`config.mk`:
```
export PLATFORM = sky130hd
export DESIGN_NAME = multi_slot_timeout_table_unit
export DESIGN_NICKNAME = d
export VERILOG_FILES = /design/src/sv/mstt_pkg.sv /design/src/sv/multi_slot_timeout_table_unit.sv /design/src/sv/mstt_cell.sv
export SDC_FILE = /design/constraint.sdc
export NUM_CORES = 2
export LEC_CHECK = 0
export BUFFER_PORTS_ARGS = -buffer_cell sky130_fd_sc_hd__buf_2
export CAP_MARGIN = 25
export CORE_ASPECT_RATIO = 1.25
export CORE_MARGIN = 8
export CORE_UTILIZATION = 50
export DETAILED_ROUTE_END_ITERATION = 7
export HOLD_SLACK_MARGIN = 0.15
export PLACE_DENSITY = 0.68
export RECOVER_POWER = 100
export SLEW_MARGIN = 15
export SYNTH_ARGS = -nofsm -noshare
export SYNTH_HDL_FRONTEND = slang
export SYNTH_SLANG_ARGS = --single-unit
```
`constraint.sdc`:
```
create_clock -name clk -period 16.2 [get_ports clk]
set_input_delay 3.24 -clock clk [delete_from_list [all_inputs] [get_ports clk]]
set_output_delay 3.24 -clock clk [all_outputs]
set_load 0.005 [all_outputs]
```
`src/sv/mstt_pkg.sv`:
```
`timescale 1ns / 1ps
// ----------------------------------------------------------------------------
// mstt_pkg: shared types and constants for the timeout slot table
// Transfer structs, operation and result codes, and the token that runs
// along the chain of slot cells.
// ----------------------------------------------------------------------------
package mstt_pkg;

    // Default number of slots
    localparam int SLOTS_DEF  = 8;
    localparam int MS_PER_SEC = 1000;

    // Operation codes
    localparam logic [1:0] OP_ARM      = 2'd0;
    localparam logic [1:0] OP_COMPLETE = 2'd1;
    localparam logic [1:0] OP_CHECK    = 2'd2;

    // Result kinds
    localparam logic [2:0] KIND_SUCCESS   = 3'd0;
    localparam logic [2:0] KIND_TIMEOUT   = 3'd1;
    localparam logic [2:0] KIND_RESTART   = 3'd2;
    localparam logic [2:0] KIND_NORESTART = 3'd3;
    localparam logic [2:0] KIND_REJECT    = 3'd4;

    // Command transfer
    typedef struct packed {
        logic [1:0]  op;
        logic [2:0]  slot;
        logic [15:0] timeout_secs;
        logic        notify;
        logic [31:0] now_secs;
    } in_t;

    // Result transfer
    typedef struct packed {
        logic [2:0]  kind;
        logic [2:0]  slot_index;
        logic [25:0] restart_ms;
        logic        last;
    } out_t;

    // Scan token handed from cell to cell
    typedef struct packed {
        logic        valid;
        logic        check;
        logic [31:0] now_secs;
        logic        any;
        logic [15:0] min_secs;
    } tok_t;

    // Arm write broadcast to all cells
    typedef struct packed {
        logic        en;
        logic [2:0]  slot;
        logic [15:0] timeout_secs;
        logic        notify;
        logic [31:0] start_secs;
    } wr_t;

    // Complete request broadcast to all cells
    typedef struct packed {
        logic       en;
        logic [2:0] slot;
    } cmp_t;

    // Cell report: a notifying slot was freed
    typedef struct packed {
        logic       hit;
        logic [2:0] idx;
    } rsp_t;

endpackage

```
`src/sv/multi_slot_timeout_table_unit.sv`:
```
`timescale 1ns / 1ps
// ----------------------------------------------------------------------------
// multi_slot_timeout_table_unit: table of timeout slots
// Arm, complete and check commands on a row of slot cells; reports
// completions, timeouts and the timer restart value.
// ----------------------------------------------------------------------------
// A command is taken when start is high and busy is low. Results leave one
// per cycle on result, each marked by done for a single cycle; the receiver
// cannot stall them, and last marks the final result of a command. A
// rejected arm gives its result in the cycle after the command and leaves
// the unit free at once. A complete reports success only for an armed
// slot that wants notification. Arm and check send a token down the chain
// of SLOTS cells, one cell per cycle, and the restart item follows at the
// chain end; for a check, timeouts appear as the token passes their cell.
// Unused opcodes give no result and leave busy low.
// ----------------------------------------------------------------------------
module multi_slot_timeout_table_unit #(
    parameter int SLOTS = mstt_pkg::SLOTS_DEF
) (
    input  logic            clk,
    input  logic            rst_n,
    input  logic            start,
    output logic            busy,
    input  mstt_pkg::in_t   cmd,
    output logic            done,
    output mstt_pkg::out_t  result
);

    logic busy_reg, busy_next;
    logic done_reg, done_next;
    mstt_pkg::out_t res_reg, res_next;
    mstt_pkg::tok_t tok0_reg, tok0_next;
    mstt_pkg::cmp_t cmp_reg, cmp_next;
    mstt_pkg::wr_t  wr;

    mstt_pkg::tok_t tok_chain [SLOTS+1];
    mstt_pkg::rsp_t rsp [SLOTS];
    mstt_pkg::rsp_t rsp_all;
    logic [SLOTS-1:0] hit_vec;
    mstt_pkg::tok_t tok_end;

    logic accept, arm_ok, arm_bad;

    // Command decode
    always_comb
    begin
        accept  = start && !busy_reg;
        arm_ok  = (cmd.op == mstt_pkg::OP_ARM) && (cmd.timeout_secs != 16'd0) &&
                  (32'(cmd.slot) < SLOTS);
        arm_bad = (cmd.op == mstt_pkg::OP_ARM) && !arm_ok;
    end

    // Arm write, token launch and complete request
    always_comb
    begin
        wr.en           = accept && arm_ok;
        wr.slot         = cmd.slot;
        wr.timeout_secs = cmd.timeout_secs;
        wr.notify       = cmd.notify;
        wr.start_secs   = cmd.now_secs;

        tok0_next.valid    = accept && (arm_ok || (cmd.op == mstt_pkg::OP_CHECK));
        tok0_next.check    = cmd.op == mstt_pkg::OP_CHECK;
        tok0_next.now_secs = cmd.now_secs;
        tok0_next.any      = 1'b0;
        tok0_next.min_secs = 16'd0;

        cmp_next.en   = accept && (cmd.op == mstt_pkg::OP_COMPLETE);
        cmp_next.slot = cmd.slot;
    end

    // Chain of slot cells
    assign tok_chain[0] = tok0_reg;

    for (genvar i = 0; i < SLOTS; i++)
    begin : g_cell
        mstt_cell #(
            .IDX (i)
        ) u_cell (
            .clk     (clk),
            .rst_n   (rst_n),
            .wr      (wr),
            .cmp     (cmp_reg),
            .tok_in  (tok_chain[i]),
            .tok_out (tok_chain[i+1]),
            .rsp     (rsp[i])
        );
        assign hit_vec[i] = rsp[i].hit;
    end

    assign tok_end = tok_chain[SLOTS];

    // At most one cell reports in a cycle
    always_comb
    begin
        rsp_all = '0;
        for (int i = 0; i < SLOTS; i++)
        begin
            if (rsp[i].hit)
            begin
                rsp_all.hit = 1'b1;
                rsp_all.idx = rsp_all.idx | rsp[i].idx;
            end
        end
    end

    // Result selection
    always_comb
    begin
        res_next  = '0;
        done_next = 1'b0;
        if (accept && arm_bad)
        begin
            done_next     = 1'b1;
            res_next.kind = mstt_pkg::KIND_REJECT;
            res_next.last = 1'b1;
        end
        else if (rsp_all.hit)
        begin
            done_next           = 1'b1;
            res_next.kind       = cmp_reg.en ? mstt_pkg::KIND_SUCCESS : mstt_pkg::KIND_TIMEOUT;
            res_next.slot_index = rsp_all.idx;
            res_next.last       = cmp_reg.en;
        end
        else if (tok_end.valid)
        begin
            done_next     = 1'b1;
            res_next.last = 1'b1;
            if (tok_end.any)
            begin
                res_next.kind       = mstt_pkg::KIND_RESTART;
                res_next.restart_ms = 26'(tok_end.min_secs) * 26'(mstt_pkg::MS_PER_SEC);
            end
            else
                res_next.kind = mstt_pkg::KIND_NORESTART;
        end
    end

    // Busy from a complete or scan until its final result
    always_comb
    begin
        if (accept)
            busy_next = cmp_next.en || tok0_next.valid;
        else
            busy_next = busy_reg && !(cmp_reg.en || tok_end.valid);
    end

    always_ff @(posedge clk or negedge rst_n)
    begin
        if (!rst_n)
        begin
            busy_reg <= 1'b0;
            done_reg <= 1'b0;
            tok0_reg <= '0;
            cmp_reg  <= '0;
        end
        else
        begin
            busy_reg <= busy_next;
            done_reg <= done_next;
            tok0_reg <= tok0_next;
            cmp_reg  <= cmp_next;
        end
    end

    // Result payload
    always_ff @(posedge clk)
    begin
        res_reg <= res_next;
    end

    assign busy   = busy_reg;
    assign done   = done_reg;
    assign result = res_reg;

`ifndef SYNTH
    // Only one cell may free a notifying slot per cycle
    a_one_hit: assert property (@(posedge clk) disable iff (!rst_n)
        $onehot0(hit_vec))
        else $error("several cells reported at once");

    // The token leaves the chain only during a busy command
    a_tok_busy: assert property (@(posedge clk) disable iff (!rst_n)
        tok_end.valid |-> busy_reg)
        else $error("scan token outside a command");

    // A result that is not last means the command is still running
    a_mid_busy: assert property (@(posedge clk) disable iff (!rst_n)
        (done_reg && !res_reg.last) |-> busy_reg)
        else $error("intermediate result with unit idle");

    // A complete and a scan never overlap
    a_cmp_scan: assert property (@(posedge clk) disable iff (!rst_n)
        cmp_reg.en |-> !tok_end.valid)
        else $error("complete overlaps scan");
`endif

endmodule

```
`src/sv/mstt_cell.sv`:
```
`timescale 1ns / 1ps
// ----------------------------------------------------------------------------
// mstt_cell: one timeout slot
// Holds the state of one slot, tests it for expiry when a check token
// passes, folds its timeout into the running minimum and hands the token on.
// ----------------------------------------------------------------------------
module mstt_cell #(
    parameter int IDX = 0
) (
    input  logic          clk,
    input  logic          rst_n,
    input  mstt_pkg::wr_t  wr,
    input  mstt_pkg::cmp_t cmp,
    input  mstt_pkg::tok_t tok_in,
    output mstt_pkg::tok_t tok_out,
    output mstt_pkg::rsp_t rsp
);

    logic        used_reg, used_next;
    logic [15:0] timeout_reg;
    logic [31:0] start_reg;
    logic        notify_reg;
    mstt_pkg::tok_t tok_reg, tok_next;

    logic sel_wr, sel_cmp, expire, keep;

    // Address decode and expiry test
    always_comb
    begin
        sel_wr  = wr.en && (32'(wr.slot) == IDX);
        sel_cmp = cmp.en && (32'(cmp.slot) == IDX);
        expire  = tok_in.valid && tok_in.check && used_reg &&
                  ((tok_in.now_secs - start_reg) >= {16'd0, timeout_reg});
        keep    = used_reg && !expire;
    end

    // Next in-use mark
    always_comb
    begin
        if (sel_wr)
            used_next = 1'b1;
        else if (expire || sel_cmp)
            used_next = 1'b0;
        else
            used_next = used_reg;
    end

    // Running minimum over slots still armed
    always_comb
    begin
        tok_next = tok_in;
        if (keep && (!tok_in.any || (timeout_reg < tok_in.min_secs)))
            tok_next.min_secs = timeout_reg;
        tok_next.any = tok_in.any | keep;
    end

    // Report a freed slot that wants notification
    always_comb
    begin
        rsp.hit = (expire || (sel_cmp && used_reg)) && notify_reg;
        rsp.idx = 3'(IDX);
    end

    always_ff @(posedge clk or negedge rst_n)
    begin
        if (!rst_n)
        begin
            used_reg <= 1'b0;
            tok_reg  <= '0;
        end
        else
        begin
            used_reg <= used_next;
            tok_reg  <= tok_next;
        end
    end

    // Slot payload, loaded on arm
    always_ff @(posedge clk)
    begin
        if (sel_wr)
        begin
            timeout_reg <= wr.timeout_secs;
            start_reg   <= wr.start_secs;
            notify_reg  <= wr.notify;
        end
    end

    assign tok_out = tok_reg;

endmodule
```
### Word level (Yosys, flattened, before mapping)

Cells that the tools add are included.

* input bits: 57
* output and inout port bits: 35
* register bits after elaboration: 848
* logic and storage cells: 312

* muxes and demuxes: 42
* bitwise logic cells: 10
* reductions and logical operators: 138
* magnitude comparators: 15
* add/subtract/negate cells: 8
* equal/unequal tests: 16
* $mul: 1

Operators with widths (count)
* >= comparator 32 x 16 -> 1 bit: 8
* subtractor 32 bit: 8
* two-way mux 16 bit: 8
* < comparator 16 bit: 7
* logical AND 1 bit: 79
* two-way mux 4 bit: 8
* logical OR 1 bit: 26
* == test 3 bit (second input constant): 8
* two-way mux 1 bit: 24
* multiplier 16 x 7 -> 23 bit (second input constant): 1
* logical NOT 1 bit: 18
* nonzero test 16 bit: 1
* nonzero test 2 bit: 8
* == test 3 x 2 -> 1 bit (second input constant): 4
* bitwise OR 1 bit: 7
* == test 3 x 1 -> 1 bit (second input constant): 2
* logical NOT 3 bit: 2
* two-way mux 3 bit: 2
* OR reduction 4 bit: 1
* NOT 1 bit: 3
* OR reduction 3 bit: 1
* == test 2 x 1 -> 1 bit (second input constant): 1
* == test 2 bit (second input constant): 1
* logical NOT 2 bit: 1
* OR reduction 2 bit: 1

### Depth between registers and ports, before layout

* depth after elaboration: 15
* gate-level depth with buffers: 27
* mapped depth without buffers: 26

### Cells and area by module

From an unflattened synthesis, not the netlist that was laid out.

* cell total of the unflattened synthesis: 5313
* area, all modules: 54000.5 um2

By module, submodules not included
* mstt_cell (g_cell[5].u_cell ...): area an instance 6348.6 um2, seq. area each 2772.7 um2, cells an instance 652, times used 2
* mstt_cell (g_cell[1].u_cell): area an instance 6351.1 um2, seq. area each 2772.7 um2, cells an instance 652, times used 1
* mstt_cell (g_cell[4].u_cell): area an instance 6347.3 um2, seq. area each 2772.7 um2, cells an instance 654, times used 1
* mstt_cell (g_cell[0].u_cell): area an instance 5953.2 um2, seq. area each 2772.7 um2, cells an instance 567, times used 1
* mstt_cell (g_cell[2].u_cell): area an instance 5949.5 um2, seq. area each 2772.7 um2, cells an instance 564, times used 1
* mstt_cell (g_cell[3].u_cell): area an instance 5947.0 um2, seq. area each 2772.7 um2, cells an instance 564, times used 1
* mstt_cell (g_cell[7].u_cell): area an instance 5944.5 um2, seq. area each 2772.7 um2, cells an instance 567, times used 1
* multi_slot_timeout_table_unit: area an instance 4810.9 um2, seq. area each 1601.5 um2, cells an instance 441, times used 1

### Worst setup path after synthesis

OpenSTA, ideal clock, no wires.

* path type: input port to flip-flop
* from: input port start
* to: register g_cell[0].u_cell.notify_reg (enable)
* stages on the path: 5
* required time: 15.681 ns
* path slack: 8.443 ns
* path buffers: 0
* setup time: 0.519 ns
* arrival time: 7.238 ns
* cell sequence: nand2b_1 -> nor2_1 -> nand3b_1 -> or2_2 -> nor3_1

* word-level cells in the longest chain between the ends: 3

Ends and longest elaborated chain
* start, declared: RTL line multi_slot_timeout_table_unit.sv:22 `input logic start,`
* logical AND 1 bit: RTL line multi_slot_timeout_table_unit.sv:47 `accept = start && !busy_reg;`
* logical AND 1 bit: RTL line multi_slot_timeout_table_unit.sv:56 `wr.en = accept && arm_ok;`
* logical AND 1 bit: RTL line mstt_cell.sv:30 `sel_wr = wr.en && (32'(wr.slot) == IDX);`
* named net g_cell[0].u_cell.sel_wr: RTL line mstt_cell.sv:25 `logic sel_wr, sel_cmp, expire, keep;`
* end signal, assigned: RTL line mstt_cell.sv:85 `notify_reg <= wr.notify;`
* end, declared: RTL line mstt_cell.sv:22 `logic notify_reg;`

The timed path passes the listed nets, and every way through them passes these cells.
A chain may end at the register's enable or synchronous reset.

==> load_flow_metrics.sql <==
INSERT INTO impl_metrics (metric_group, metric, value, unit) VALUES
('timing', 'final_min_period_over_clock_period', '56.4', '%'),
('clock_tree', 'clk_pin_slew_worst_paths', '60', 'ps'),
('clock_tree', 'htree_num_levels', '3', ''),
('grt', 'globalRouteTotalUtil', '23.6', '%'),
('critical_path', 'slowest_stage', 'clkbuf_1', ''),
('grt', 'global_route.overflow_total', '0', ''),
('outcome', 'violations', 'max-capacitance violations, max-slew violations', ''),
('floorplan', 'die_width', '295', 'µm'),
('timing', 'worstMarginPinSlew', '4640', 'ps'),
('power_and_ir_drop', 'power_frac_seq', '28.2', '%'),
('placed_design', 'gp_congestion', '0.962', ''),
('critical_path', 'timing.critical_path.cells', 'clkbuf_1 > clkbuf_1 > clkbuf_1 > buf_16', ''),
('flow_run', 'drv.max_cap_violation_count', '17', ''),
('power_and_ir_drop', 'p_leak', '23.8', 'nW'),
('floorplan', 'io_pins', '92', ''),
('critical_path', 'worstPathArrival', '9940', 'ps'),
('placed_design', 'hpwl', '102', 'mm'),
('synthesis', 'syn_inst', '4532', ''),
('power_and_ir_drop', 'combPwrFrac', '49.5', '%'),
('placed_design', 'dpl-instance-area', '50700', 'µm²'),
('timing', 'rsz0062_at_grt', 'false', ''),
('clock_tree', 'numCtsBuffers', '89', ''),
('min_path', 'hold_class', 'reg -> reg', ''),
('timing', 'final.setup.tns', '0', 'ps'),
('detailed_routing', 'postRouteWirelength', '128', 'mm'),
('grt', 'largest_net_degree_at_the_start_of_global_routing', '81', ''),
('power_and_ir_drop', 'power.switching_fraction', '38.3', '%'),
('final_layout', 'final.fill_count', '8498', ''),
('final_layout', 'largest_reg_flops', '375', ''),
('detailed_routing', 'num_vias', '34328', ''),
('placed_design', 'post-place-ws', '9280', 'ps'),
('final_layout', 'multiInputGateArea', '23200', 'µm²'),
('detailed_routing', 'drtIter0Drc', '1845', ''),
('detailed_routing', 'detail_route.drc_violations', '0', ''),
('final_layout', 'layout.cells.most_common_list', '581 x inv_1, 534 x ha_1, 423 x dfrtp_1, 392 x edfxtp_1, 340 x a21oi_1', ''),
('outcome', 'status', 'finished, violations left', ''),
('critical_path', 'cp.required', '17010', 'ps'),
('clock_tree', 'post_cts.resized_instances', '0', ''),
('critical_path', 'crit_path_end_kind', 'asynchronous set/reset pin', ''),
('timing', 'max_clock_freq', '0.110', 'GHz'),
('critical_path', 'criticalPathCategory', 'in -> async', ''),
('power_and_ir_drop', 'vdd_drop_max', '0.000316', 'V'),
('timing', 'post-route-worst-setup-slack', '7070', 'ps'),
('critical_path', 'path_buf_inv', '4', ''),
('final_layout', 'stdcell_count', '6039', ''),
('floorplan', 'die_area', '108000', 'µm²'),
('critical_path', 'worstSetupStartpointType', 'primary input', ''),
('final_layout', 'final_nets', '5313', ''),
('timing', 'final-max-slew-violation-count', '666', ''),
('synthesis', 'synthDominantCellAreaShare', '24.1', '%'),
('clock_tree', 'cts_sinks', '845', ''),
('clock_tree', 'clk_path_buf_depth', '3', ''),
('timing', 'max-slew-margin-rel', '-209', '%'),
('critical_path', 'crit_top_cell', 'clkbuf_1', ''),
('synthesis', 'synthesis.yosys.warnings', '0', ''),
('floorplan', 'floorplan_core_area', '97100', 'µm²'),
('synthesis', 'post_synth.cell_area_avg', '10.8', 'µm²'),
('grt', 'grt_antenna_before_repair', '7', ''),
('placed_design', 'place_inst', '5866', ''),
('power_and_ir_drop', 'internal_power', '5.70', 'mW'),
('synthesis', 'synth-async-reset-ratio', '50.1', '%'),
('synthesis', 'yosys-top-cells-area', 'edfxtp_1 24%, dfrtp_1 22%, ha_1 14%, inv_1 4.5%, a21oi_1 3.5%', ''),
('synthesis', 'ys_seq_area_share', '47.0', '%'),
('clock_tree', 'postCtsSetupRepairBufs', '0', ''),
('clock_tree', 'cts-hold-fix-buffers', '0', ''),
('timing', 'clock-skew-final', '21.2', 'ps'),
('floorplan', 'initial_core_util', '50.3', '%'),
('grt', 'number_of_global_route_vias_before_repair', '35706', ''),
('floorplan', 'die_y', '365', 'µm'),
('critical_path', 'slowest_delay', '3190', 'ps'),
('synthesis', 'synth.distinct_cells', '107', '');
-- cells by family (layout without fill, tap and decap cells) --
logic type	after synthesis	after routing	share of synthesized area, %
and+or+nand+nor	983	983	10.3
buffers and inverters	664	866	5.27
DFF	845	845	47.0
xor gates and xnor gates	176	176	3.16
adders and majority gates	596	596	16.2
muxes	134	134	2.77
AOI/OAI and AO/OA	1133	1133	15.2
other	1	6	0.00769
-- layout make-up --
class                   count  area share (%)
repair buffers            118           0.969
clock inverters            54            1.06
well taps                1300            3.04
multi-input cells        3025            43.3
diodes                      3          0.0140
clock buffers             113            4.53
inverters                 581            4.08
flip-flops and latches    845            43.0
-- stage by stage --
stage / hold slack (ps) / power, mW / util (%)
floorplan: 346 / 6.39 / -
global placement: 351 / 7.21 / 52.3
detailed placement: 353 / 7.31 / 52.3
CTS: 366 / 9.44 / 55.4
global route: 385 / 10.0 / 55.0
finish: 368 / 9.23 / 55.1
-- metal layers --
| layer | global-route usage [%] | routed length [µm] | vias to the layer above |
|---|---|---|---|
| li1 | - | - | 16515 |
| met1 | 26.7 | 50300 | 16650 |
| met2 | 43.0 | 65200 | 825 |
| met3 | 2.56 | 4880 | 336 |
| met4 | 13.3 | 7710 | 2 |
| met5 | 0 | 12 | - |
-- worst reg2reg max path: cells and delay by family (launching register included) --
family / cells / cell delay [ps]
AO/OA/AOI/OAI: 8 / 3240
AND/OR/NAND/NOR: 6 / 1980
adder cells (fa/ha/maj): 3 / 850
multiplexers: 1 / 740
flip-flops: 1 / 390
XOR/XNOR: 1 / 200
buffers and inverters: 2 / 130
-- worst paths after layout --
check	from	end	slack, ps	cells past startpoint
max in group clk	g_cell[2].u_cell.tok_out[17]	g_cell[3].u_cell.tok_out[0]	8530	21
min reg2reg	g_cell[0].u_cell.tok_out[49]	g_cell[1].u_cell.tok_out[49]	370	0
max reg2reg	g_cell[2].u_cell.tok_out[17]	g_cell[3].u_cell.tok_out[0]	8530	21
max	rst_n	g_cell[0].u_cell.tok_out[0]	7070	4
min in group asynchronous	rst_n	g_cell[6].u_cell.tok_out[46]	4260	1
min	g_cell[0].u_cell.tok_out[49]	g_cell[1].u_cell.tok_out[49]	370	0
-- power by group through the flow --
stage               logic (mW)  registers (mW)  clock network [mW]
floorplan                 3.79            2.60                   0
CTS                       4.72            2.60                2.11
detailed placement        4.66            2.65                   0
global placement          4.57            2.64                   0
finish                    4.57            2.60                2.06
global route              5.21            2.63                2.19
-- synth_stat cells, types with 37 or more instances --
master and n:
a211oi_1 47, a21o_1 148, a21oi_1 339, and2_1 37
clkbuf_1 57, dfrtp_1 423, edfxtp_1 392, fa_1 62
ha_1 534, inv_1 581, mux2i_1 125, nand2_1 236
nand2b_1 75, nand3_1 74, nand4_1 55, nor2_1 225
nor2b_1 48, nor3_1 69, o21a_1 61, o21ai_0 210
xnor2_1 105, xor2_1 71
No activity file was read; power rests on OpenSTA's default activity.
